--- src/hdl/hwg_pkg.sv ---
// ------------------------------------------------------------------------
// hwg_pkg
// Types, hash primes and sizing helpers for the hashed weight generator.
// ------------------------------------------------------------------------
`timescale 1ns / 1ps

package hwg_pkg;

  typedef enum logic [1:0] {
    MODE_CONV = 2'd0,
    MODE_DW   = 2'd1,
    MODE_LIN  = 2'd2,
    MODE_WR   = 2'd3
  } mode_t;

  typedef enum logic [1:0] {
    REG_LAYER     = 2'd0,
    REG_BOOK_SIZE = 2'd1,
    REG_SIGN_EN   = 2'd2
  } reg_idx_t;

  localparam int LAYER_W   = 8;
  localparam int VALUE_W   = 8;
  localparam int WEIGHT_W  = 9;
  localparam int CFG_IDX_W = 2;
  localparam int MOD_STEP  = 5;
  localparam int W_MAX     = 127;
  localparam int W_MIN     = -128;

  // bucket hash primes
  localparam logic [31:0] P_A     = 32'd1337;
  localparam logic [31:0] P_B     = 32'd7919;
  localparam logic [31:0] P_C     = 32'd2971;
  localparam logic [31:0] P_D     = 32'd6151;
  localparam logic [31:0] P_LAYER = 32'd104729;

  // sign hash primes
  localparam logic [31:0] S_A      = 32'd4099;
  localparam logic [31:0] S_B      = 32'd6151;
  localparam logic [31:0] S_C      = 32'd14887;
  localparam logic [31:0] S_CONV_C = S_A + S_B;
  localparam logic [31:0] S_CONV_L = S_C + 32'd11;
  localparam logic [31:0] S_DW_L   = S_A + 32'd29;

  typedef struct packed {
    logic               valid;
    mode_t              mode;
    logic               neg;
    logic [VALUE_W-1:0] value;
  } hwg_ctl_t;

  function automatic int hash_width(int max_ch, int max_k);
    longint mx;
    mx = longint'(max_ch - 1) * longint'(P_A + P_B)
       + longint'(max_k - 1) * longint'(P_B + P_C + P_D)
       + longint'((2 ** LAYER_W) - 1) * longint'(P_LAYER);
    return $clog2(mx + 1);
  endfunction

  function automatic int mod_stages(int hw);
    return (hw + MOD_STEP - 1) / MOD_STEP;
  endfunction

  // edges from the accepting edge to the edge that takes the result
  function automatic int accept_to_done(int max_ch, int max_k);
    return 4 + mod_stages(hash_width(max_ch, max_k));
  endfunction

endpackage

--- src/hdl/hwg_ram.sv ---
// ------------------------------------------------------------------------
// hwg_ram
// Generic single-write, single-read RAM with registered read data.
// ------------------------------------------------------------------------
`timescale 1ns / 1ps

module hwg_ram #(
  parameter int WIDTH = 8,
  parameter int DEPTH = 256,
  localparam int AW = (DEPTH > 1) ? $clog2(DEPTH) : 1
) (
  input  logic             clk,
  input  logic             we,
  input  logic [AW-1:0]    waddr,
  input  logic [WIDTH-1:0] wdata,
  input  logic [AW-1:0]    raddr,
  output logic [WIDTH-1:0] rdata
);

  logic [WIDTH-1:0] mem [DEPTH];

  always_ff @(posedge clk) begin
    if (we) begin
      mem[waddr] <= wdata;
    end
    rdata <= mem[raddr];
  end

endmodule

--- src/hdl/hwg_hash.sv ---
// ------------------------------------------------------------------------
// hwg_hash
// Two-stage hash front end: prime products and sign, then the bucket sum.
// ------------------------------------------------------------------------
`timescale 1ns / 1ps

module hwg_hash import hwg_pkg::*; #(
  parameter int CH_W = 6,
  parameter int K_W  = 3,
  parameter int AW   = 8,
  parameter int HS_W = 25
) (
  input  logic               clk,
  input  logic               rst,
  input  logic               take,
  input  mode_t              mode,
  input  logic [CH_W-1:0]    out_index,
  input  logic [CH_W-1:0]    in_index,
  input  logic [K_W-1:0]     kern_row,
  input  logic [K_W-1:0]     kern_col,
  input  logic [AW-1:0]      entry_addr,
  input  logic [VALUE_W-1:0] entry_value,
  input  logic [LAYER_W-1:0] layer,
  input  logic               sign_en,
  output hwg_ctl_t           ctl,
  output logic [HS_W-1:0]    hsum,
  output logic [AW-1:0]      addr
);

  logic [HS_W-1:0] o_x, i_x, r_x, c_x, l_x;
  logic [HS_W-1:0] t0_next, t1_next, t2_next, t3_next, t4_next;
  logic [HS_W-1:0] t0, t1, t2, t3, t4;
  logic            par;
  hwg_ctl_t        ctl_next, ctl_a;
  logic [AW-1:0]   addr_a;

  assign o_x = HS_W'(out_index);
  assign i_x = HS_W'(in_index);
  assign r_x = HS_W'(kern_row);
  assign c_x = HS_W'(kern_col);
  assign l_x = HS_W'(layer);

  always_comb begin
    t0_next = HS_W'(o_x * HS_W'(P_A));
    t1_next = HS_W'(i_x * HS_W'(P_B));
    t2_next = '0;
    t3_next = '0;
    t4_next = HS_W'(l_x * HS_W'(P_LAYER));
    par     = 1'b0;
    case (mode)
      MODE_CONV: begin
        t2_next = HS_W'(r_x * HS_W'(P_C));
        t3_next = HS_W'(c_x * HS_W'(P_D));
        par = (out_index[0] & S_A[0]) ^ (in_index[0] & S_B[0])
            ^ (kern_row[0] & S_C[0]) ^ (kern_col[0] & S_CONV_C[0])
            ^ (layer[0] & S_CONV_L[0]);
      end
      MODE_DW: begin
        t1_next = HS_W'(r_x * HS_W'(P_B));
        t2_next = HS_W'(c_x * HS_W'(P_C));
        par = (out_index[0] & S_A[0]) ^ (kern_row[0] & S_B[0])
            ^ (kern_col[0] & S_C[0]) ^ (layer[0] & S_DW_L[0]);
      end
      MODE_LIN: begin
        t4_next = HS_W'(l_x * HS_W'(P_C));
        par = (out_index[0] & S_A[0]) ^ (in_index[0] & S_B[0])
            ^ (layer[0] & S_C[0]);
      end
      default: begin
        t0_next = '0;
        t1_next = '0;
        t4_next = '0;
      end
    endcase
    ctl_next.valid = take;
    ctl_next.mode  = mode;
    ctl_next.neg   = sign_en & ~par;  // even sign sum negates
    ctl_next.value = entry_value;
  end

  always_ff @(posedge clk) begin
    t0     <= t0_next;
    t1     <= t1_next;
    t2     <= t2_next;
    t3     <= t3_next;
    t4     <= t4_next;
    addr_a <= entry_addr;
    hsum   <= t0 + t1 + t2 + t3 + t4;
    addr   <= addr_a;
    if (rst) begin
      ctl_a.valid <= 1'b0;
      ctl.valid   <= 1'b0;
    end else begin
      ctl_a <= ctl_next;
      ctl   <= ctl_a;
    end
  end

endmodule

--- src/hdl/hwg_mod.sv ---
// ------------------------------------------------------------------------
// hwg_mod
// Pipelined restoring remainder: hash sum modulo the codebook size,
// MOD_STEP quotient bits per stage.
// ------------------------------------------------------------------------
`timescale 1ns / 1ps

module hwg_mod import hwg_pkg::*; #(
  parameter int AW   = 8,
  parameter int HS_W = 25
) (
  input  logic            clk,
  input  logic            rst,
  input  logic [AW:0]     modulus,
  input  hwg_ctl_t        ctl_in,
  input  logic [HS_W-1:0] hsum,
  input  logic [AW-1:0]   addr_in,
  output hwg_ctl_t        ctl_out,
  output logic [AW-1:0]   bucket,
  output logic [AW-1:0]   addr_out
);

  localparam int NSTG = mod_stages(HS_W);
  localparam int PAD  = NSTG * MOD_STEP;

  hwg_ctl_t      ctl_q  [NSTG];
  logic [AW-1:0] rem_q  [NSTG];
  logic [PAD-1:0] bits_q [NSTG];
  logic [AW-1:0] addr_q [NSTG];

  for (genvar s = 0; s < NSTG; s++) begin : g_stg
    logic [AW-1:0]  rem_in;
    logic [PAD-1:0] bits_in;
    hwg_ctl_t       ctl_prev;
    logic [AW-1:0]  addr_prev;
    logic [AW-1:0]  rem_next;
    logic [AW:0]    trial;

    if (s == 0) begin : g_first
      assign rem_in    = '0;
      assign bits_in   = PAD'(hsum);
      assign ctl_prev  = ctl_in;
      assign addr_prev = addr_in;
    end else begin : g_rest
      assign rem_in    = rem_q[s-1];
      assign bits_in   = bits_q[s-1];
      assign ctl_prev  = ctl_q[s-1];
      assign addr_prev = addr_q[s-1];
    end

    always_comb begin
      rem_next = rem_in;
      trial    = '0;
      for (int k = 0; k < MOD_STEP; k++) begin
        trial = {rem_next, bits_in[PAD-1-k]};
        if (trial >= modulus) begin
          trial = trial - modulus;
        end
        rem_next = trial[AW-1:0];
      end
    end

    always_ff @(posedge clk) begin
      rem_q[s]  <= rem_next;
      bits_q[s] <= bits_in << MOD_STEP;
      addr_q[s] <= addr_prev;
      if (rst) begin
        ctl_q[s].valid <= 1'b0;
      end else begin
        ctl_q[s] <= ctl_prev;
      end
    end
  end

  assign ctl_out  = ctl_q[NSTG-1];
  assign bucket   = rem_q[NSTG-1];
  assign addr_out = addr_q[NSTG-1];

endmodule

--- src/hdl/hashed_weight_generator.sv ---
// ------------------------------------------------------------------------
// hashed_weight_generator
// Hashed weight sharing: weights generated from coordinates via a codebook.
// ------------------------------------------------------------------------
// Input: an item is taken on a rising edge with start high and busy low.
//   mode 0/1/2 asks for a conv, depthwise or linear weight at the given
//   coordinates; mode 3 writes entry_value into codebook entry entry_addr.
// Output: done is high for one cycle with weight and bucket; the receiver
//   must take it then. Write items give no result.
// Config: cfg_write/cfg_index/cfg_data write layer_number, book_size and
//   sign_enable; write them only while no item is in flight.
// Throughput: one item every cycle. busy is high only during reset.
// Pipeline: two hash stages, one remainder stage per five quotient bits,
//   then the codebook read and the sign/saturate stage.
// Codebook writes and reads share one pipeline slot, so they are applied
//   in item order and need no forwarding.
// Reset: clears the pipeline and the registers (book_size 1); the codebook
//   is not cleared and must be written before it is read.
// ------------------------------------------------------------------------
`timescale 1ns / 1ps

module hashed_weight_generator import hwg_pkg::*; #(
  parameter int BOOK_DEPTH   = 256,
  parameter int MAX_CHANNELS = 64,
  parameter int MAX_KERNEL   = 8,
  localparam int AW    = $clog2(BOOK_DEPTH),
  localparam int CH_W  = (MAX_CHANNELS > 1) ? $clog2(MAX_CHANNELS) : 1,
  localparam int K_W   = (MAX_KERNEL > 1) ? $clog2(MAX_KERNEL) : 1,
  localparam int CFG_W = (AW + 1 > LAYER_W) ? AW + 1 : LAYER_W
) (
  input  logic                       clk,
  input  logic                       rst,
  input  logic                       start,
  output logic                       busy,
  input  logic [1:0]                 mode,
  input  logic [CH_W-1:0]            out_index,
  input  logic [CH_W-1:0]            in_index,
  input  logic [K_W-1:0]             kern_row,
  input  logic [K_W-1:0]             kern_col,
  input  logic [AW-1:0]              entry_addr,
  input  logic signed [VALUE_W-1:0]  entry_value,
  output logic                       done,
  output logic signed [WEIGHT_W-1:0] weight,
  output logic [AW-1:0]              bucket,
  input  logic                       cfg_write,
  input  logic [CFG_IDX_W-1:0]       cfg_index,
  input  logic [CFG_W-1:0]           cfg_data
);

  localparam int HS_W = hash_width(MAX_CHANNELS, MAX_KERNEL);

  logic [LAYER_W-1:0] layer_number;
  logic [AW:0]        modulus;
  logic [AW:0]        size_in;
  logic               sign_enable;

  hwg_ctl_t        ctl_h, ctl_m, ctl_r;
  logic [HS_W-1:0] hsum;
  logic [AW-1:0]   addr_h, addr_m;
  logic [AW-1:0]   bucket_m, bucket_r;
  logic            ram_we;
  logic [VALUE_W-1:0] ram_rdata;
  logic signed [WEIGHT_W-1:0] w_raw, w_next;

  assign busy    = rst;
  assign size_in = cfg_data[AW:0];

  always_ff @(posedge clk) begin
    if (rst) begin
      layer_number <= '0;
      modulus      <= (AW+1)'(1);
      sign_enable  <= 1'b0;
    end else if (cfg_write) begin
      case (cfg_index)
        REG_LAYER: begin
          layer_number <= cfg_data[LAYER_W-1:0];
        end
        REG_BOOK_SIZE: begin
          if (size_in == '0) begin
            modulus <= (AW+1)'(1);
          end else if (size_in > (AW+1)'(BOOK_DEPTH)) begin
            modulus <= (AW+1)'(BOOK_DEPTH);
          end else begin
            modulus <= size_in;
          end
        end
        REG_SIGN_EN: begin
          sign_enable <= cfg_data[0];
        end
        default: begin
        end
      endcase
    end
  end

  hwg_hash #(
    .CH_W (CH_W),
    .K_W  (K_W),
    .AW   (AW),
    .HS_W (HS_W)
  ) u_hash (
    .clk         (clk),
    .rst         (rst),
    .take        (start & ~busy),
    .mode        (mode_t'(mode)),
    .out_index   (out_index),
    .in_index    (in_index),
    .kern_row    (kern_row),
    .kern_col    (kern_col),
    .entry_addr  (entry_addr),
    .entry_value (entry_value),
    .layer       (layer_number),
    .sign_en     (sign_enable),
    .ctl         (ctl_h),
    .hsum        (hsum),
    .addr        (addr_h)
  );

  hwg_mod #(
    .AW   (AW),
    .HS_W (HS_W)
  ) u_mod (
    .clk      (clk),
    .rst      (rst),
    .modulus  (modulus),
    .ctl_in   (ctl_h),
    .hsum     (hsum),
    .addr_in  (addr_h),
    .ctl_out  (ctl_m),
    .bucket   (bucket_m),
    .addr_out (addr_m)
  );

  assign ram_we = ctl_m.valid && (ctl_m.mode == MODE_WR)
               && ({1'b0, addr_m} < (AW+1)'(BOOK_DEPTH));

  hwg_ram #(
    .WIDTH (VALUE_W),
    .DEPTH (BOOK_DEPTH)
  ) u_book (
    .clk   (clk),
    .we    (ram_we),
    .waddr (addr_m),
    .wdata (ctl_m.value),
    .raddr (bucket_m),
    .rdata (ram_rdata)
  );

  always_comb begin
    w_raw  = {ram_rdata[VALUE_W-1], ram_rdata};
    w_next = ctl_r.neg ? -w_raw : w_raw;
    if (ctl_r.mode != MODE_LIN) begin
      if (w_next > W_MAX) begin
        w_next = WEIGHT_W'(W_MAX);
      end else if (w_next < W_MIN) begin
        w_next = WEIGHT_W'(W_MIN);
      end
    end
  end

  always_ff @(posedge clk) begin
    bucket_r <= bucket_m;
    weight   <= w_next;
    bucket   <= bucket_r;
    if (rst) begin
      ctl_r.valid <= 1'b0;
      done        <= 1'b0;
    end else begin
      ctl_r <= ctl_m;
      done  <= ctl_r.valid && (ctl_r.mode != MODE_WR);
    end
  end

endmodule

--- config.mk ---
export PLATFORM = sky130hd
export DESIGN_NAME = hashed_weight_generator
export DESIGN_NICKNAME = d
export VERILOG_FILES = /design/src/hdl/hwg_pkg.sv /design/src/hdl/hwg_ram.sv /design/src/hdl/hwg_hash.sv /design/src/hdl/hwg_mod.sv /design/src/hdl/hashed_weight_generator.sv
export SDC_FILE = /design/constraint.sdc
export NUM_CORES = 2
export LEC_CHECK = 0
export BUFFER_PORTS_ARGS = -buffer_cell sky130_fd_sc_hd__clkbuf_2
export CAP_MARGIN = 25
export CORE_MARGIN = 1.5
export CORE_UTILIZATION = 60
export CTS_BUF_LIST = sky130_fd_sc_hd__clkbuf_16
export CTS_CLUSTER_DIAMETER = 40
export DETAILED_ROUTE_END_ITERATION = 10
export PLACE_DENSITY = 0.83
export SLEW_MARGIN = 20
export SYNTH_ARGS = -nofsm -noshare
export SYNTH_HDL_FRONTEND = slang
export SYNTH_SLANG_ARGS = --single-unit
--- constraint.sdc ---
create_clock -name clk -period 13.75 [get_ports clk]
set_input_delay 2.75 -clock clk [delete_from_list [all_inputs] [get_ports clk]]
set_output_delay 2.75 -clock clk [all_outputs]
set_load 0.005 [all_outputs]
==> flow_summary_export.csv <==
group,metric,value,unit
synth,yosysMostFrequentCell,"edfxtp_1",
global_route,overflow,0,
synth,synth-seq-area-share,64.7,%
placement,io_buffers,69,
critical_path,cpMostUsedCell,"ha_1",
synth,ys_top_cells_by_area,"edfxtp_1, mux4_2, dfxtp_1",
synth,syn_nets,6994,
timing,period_needed,11.05,ns
critical_path,crit_family,"compound AO/OA/AOI/OAI gates",
critical_path,rrSetupSlack,2.70,ns
critical_path,critPathBufInv,5,
cts,root_buffer,"clkbuf_16",
timing,maxSlewHeadroom,23.8,%
route,firstDrtPassIters,6,
critical_path,rr_endpoint,"u_mod.rem_q[0][29]$_DFF_P_",
cts,cts_buffers,306,
route,drc,0,
critical_path,worstPathArrival,11.83,ns
timing,grt_setup_unrepaired,"false",
route,ant_nets,0,
global_route,grt_pass1_wl,428000,um
cts,cts_tree,"built",
route,dr.first_iter.drc_count,8670,
critical_path,rr_startpoint,"modulus[1]$_SDFFE_PP0P_",
cts,cts_hold_buffers,0,
critical_path,worstPathRequired,14.54,ns
timing,hold_ws,0.278,ns
synth,synth-seq-cells,2444,
synth,synth_top_area_share,58.9,%
cts,clockBufferDepth,4,
die,core_area,179000,sq um
route,wire_per_inst,33.1,um
cts,post-cts-setup-buffers,0,
cts,clk-insertion-delay-late,0.97,ns
cts,clk_pin_slew_worst_paths,0.07,ns
synth,ys_top_cells_by_count,"edfxtp_1, mux4_2, nor2_1",
layout,layoutNonFillerInstCount,9171,
placement,dp_cells,8616,
route,vias,63000,
route,via_per_inst,6.87,
critical_path,r2r_cells,42,
critical_path,cpPeakStageDelay,0.54,ns
min_path,holdCritPathClass,"register to register",
critical_path,critPathSlowestCell,"or4_1",
die,initial_core_util,60.6,%
timing,setup_viol,0,
placement,pre_cts_slack,2.78,ns
run,maxCapViolations,0,
synth,synth_edf_count,2128,
synth,synthCells,6345,
route,wl,304000,um
die,die_y,428,um
cts,ctsResizeCount,0,
global_route,grt_pass1_vias,63500,
timing,fin_crit_sh,80.3,%
cts,htreeDepth,5,
synth,synth.distinct_cells,83,
synth,yosys_warnings,0,
timing,fin_setup_tns,0,ns
timing,finClkSkew,0.102,ns
timing,worst_slew_pin_slew,1.14,ns
timing,hold_violations,0,
global_route,grt_use_total,31.8,%
synth,synth_area,109000,sq um
synth,synth_async_sr_flop_share,0,%
min_path,hold_end,"u_mod.addr_q[0][31]$_DFF_P_",
global_route,grt_max_degree,250,
min_path,min-delay-start,"u_mod.addr_q[0][23]$_DFF_P_",
critical_path,worst_setup_path_end_kind,"register",
timing,fmax,0.0905,GHz
die,rows,155,
layout,area_growth,12.1,%
timing,setup_slack,2.70,ns
cts,cts_sinks,2444,
synth,synthFlopType,"edfxtp_1",
layout,nNetsFinal,7227,
critical_path,critPathMaxFanout,33,
status,outcome,"finished, final reports clean",
synth,synth_top_area_cell,"edfxtp_1",
placement,dp_hpwl,162000,um
die,die-area,184000,sq um
die,die_w,428,um
critical_path,worst-setup-path-type,"register to register",
synth,avgSynthCellArea,17.1,sq um
layout,final_layout_size_suffix_gt1_share,20.5,%
placement,gp_congestion,0.887,
timing,drv_slew,0,
critical_path,cp-start-kind,"register",
global_route,antenna_found_initial,17,
die,io_pins,70,
min_path,holdPathStages,0,
## layer usage
| layer | vias to the layer above | share of wire, % | track usage [%] |
|---|---|---|---|
| met1 | 31500 | 34 | 40.0 |
| met4 | 24 | 6.6 | 16.1 |
| met3 | 1113 | 11 | 6.93 |
| met2 | 4939 | 49 | 52.5 |
| li1 | 25400 | - | - |
| met5 | - | 0.068 | 0 |
## worst reg2reg max path: cells and delay by family, from the launching register on
family                   cells  cell delay, ns
AO/OA/AOI/OAI               21            4.91
adder cells (fa/ha/maj)      5            1.64
buffers and inverters        5            0.93
flip-flops                   1            0.32
multiplexers                 3            1.18
AND/OR/NAND/NOR              8            1.99
## layout by cell type, fill, tap and decap left out, types with 19 or more instances in the layout
cell / n
xor2_1: 79
dfxtp_1: 310
fa_1: 154
nor2_1: 482
nor2b_1: 68
a21oi_1: 196
nor3_1: 45
and3_1: 19
nand2_1: 158
nand3_1: 44
nand2b_1: 43
clkinv_2: 32
mux2i_1: 43
a22oi_1: 42
mux2_2: 89
buf_4: 67
o21bai_1: 25
edfxtp_1: 2128
inv_6: 34
o22ai_1: 29
clkinv_1: 30
mux4_2: 640
a21o_1: 86
o31ai_1: 20
o21a_1: 57
clkbuf_2: 69
bufinv_16: 23
inv_1: 348
ha_1: 444
a211oi_1: 21
nand4_1: 31
or3_1: 20
xnor2_1: 139
clkbuf_16: 309
o21ai_0: 136
## per-stage QoR
| step | area (sq um) | util [%] |
|---|---|---|
| after floorplan | 109000 | - |
| after global placement | 112000 | 62.2 |
| after detailed placement | 112000 | 62.3 |
| after CTS | 121000 | 67.8 |
| after global routing | 122000 | 67.9 |
| final | 122000 | 67.9 |
## state kept, by name, indices dropped and copies added, names as in the netlist, 9 cells and up
register / cells
u_mod.rem_q: 40
weight: 9
u_hash.t4: 25
u_mod.bits_q: 50
u_mod.addr_q: 40
u_hash.t0: 17
u_hash.t2: 15
u_hash.t1: 19
u_book.mem: 2048
u_hash.ctl: 12
u_hash.hsum: 25
u_mod.ctl_q: 60
u_hash.ctl_a: 12
u_hash.t3: 9
modulus: 9
## how the worst max path moves through the flow
stage                       startpoint                    endpoint  cells past startpoint
6_report       modulus[1]$_SDFFE_PP0P_  u_mod.rem_q[0][29]$_DFF_P_                     42
5_1_grt        modulus[1]$_SDFFE_PP0P_  u_mod.rem_q[0][29]$_DFF_P_                     42
4_1_cts        modulus[1]$_SDFFE_PP0P_  u_mod.rem_q[0][29]$_DFF_P_                     42
3_5_place_dp   modulus[1]$_SDFFE_PP0P_  u_mod.rem_q[0][29]$_DFF_P_                     42
3_3_place_gp   modulus[6]$_SDFFE_PP0P_  u_mod.rem_q[0][37]$_DFF_P_                     40
2_1_floorplan  modulus[1]$_SDFFE_PP0P_  u_mod.rem_q[0][37]$_DFF_P_                     45
## cell type report
cell class,instances,area (sq um)
clock inverter,226,2100
multi-input combinational,3359,36200
fill,11000,57500
antenna,11,27.5
inverter,307,1150
tap,2355,2950
clock buffer,309,7730
sequential,2444,70200
timing repair buffer,160,1300
## cell families after synthesis
logic type               Yosys count  share of synthesized area [%]
flip-flops                      2444                           64.7
adder cells (fa/ha/maj)          598                           7.96
XOR/XNOR                         218                           1.76
AND/OR/NAND/NOR                  974                           4.08
multiplexers                     776                           14.6
AO/OA/AOI/OAI                    793                           4.85
buffers and inverters            542                           2.03
Power is not shown: default switching activity piles up to over one toggle a cycle in this logic, so the estimate is an artifact.
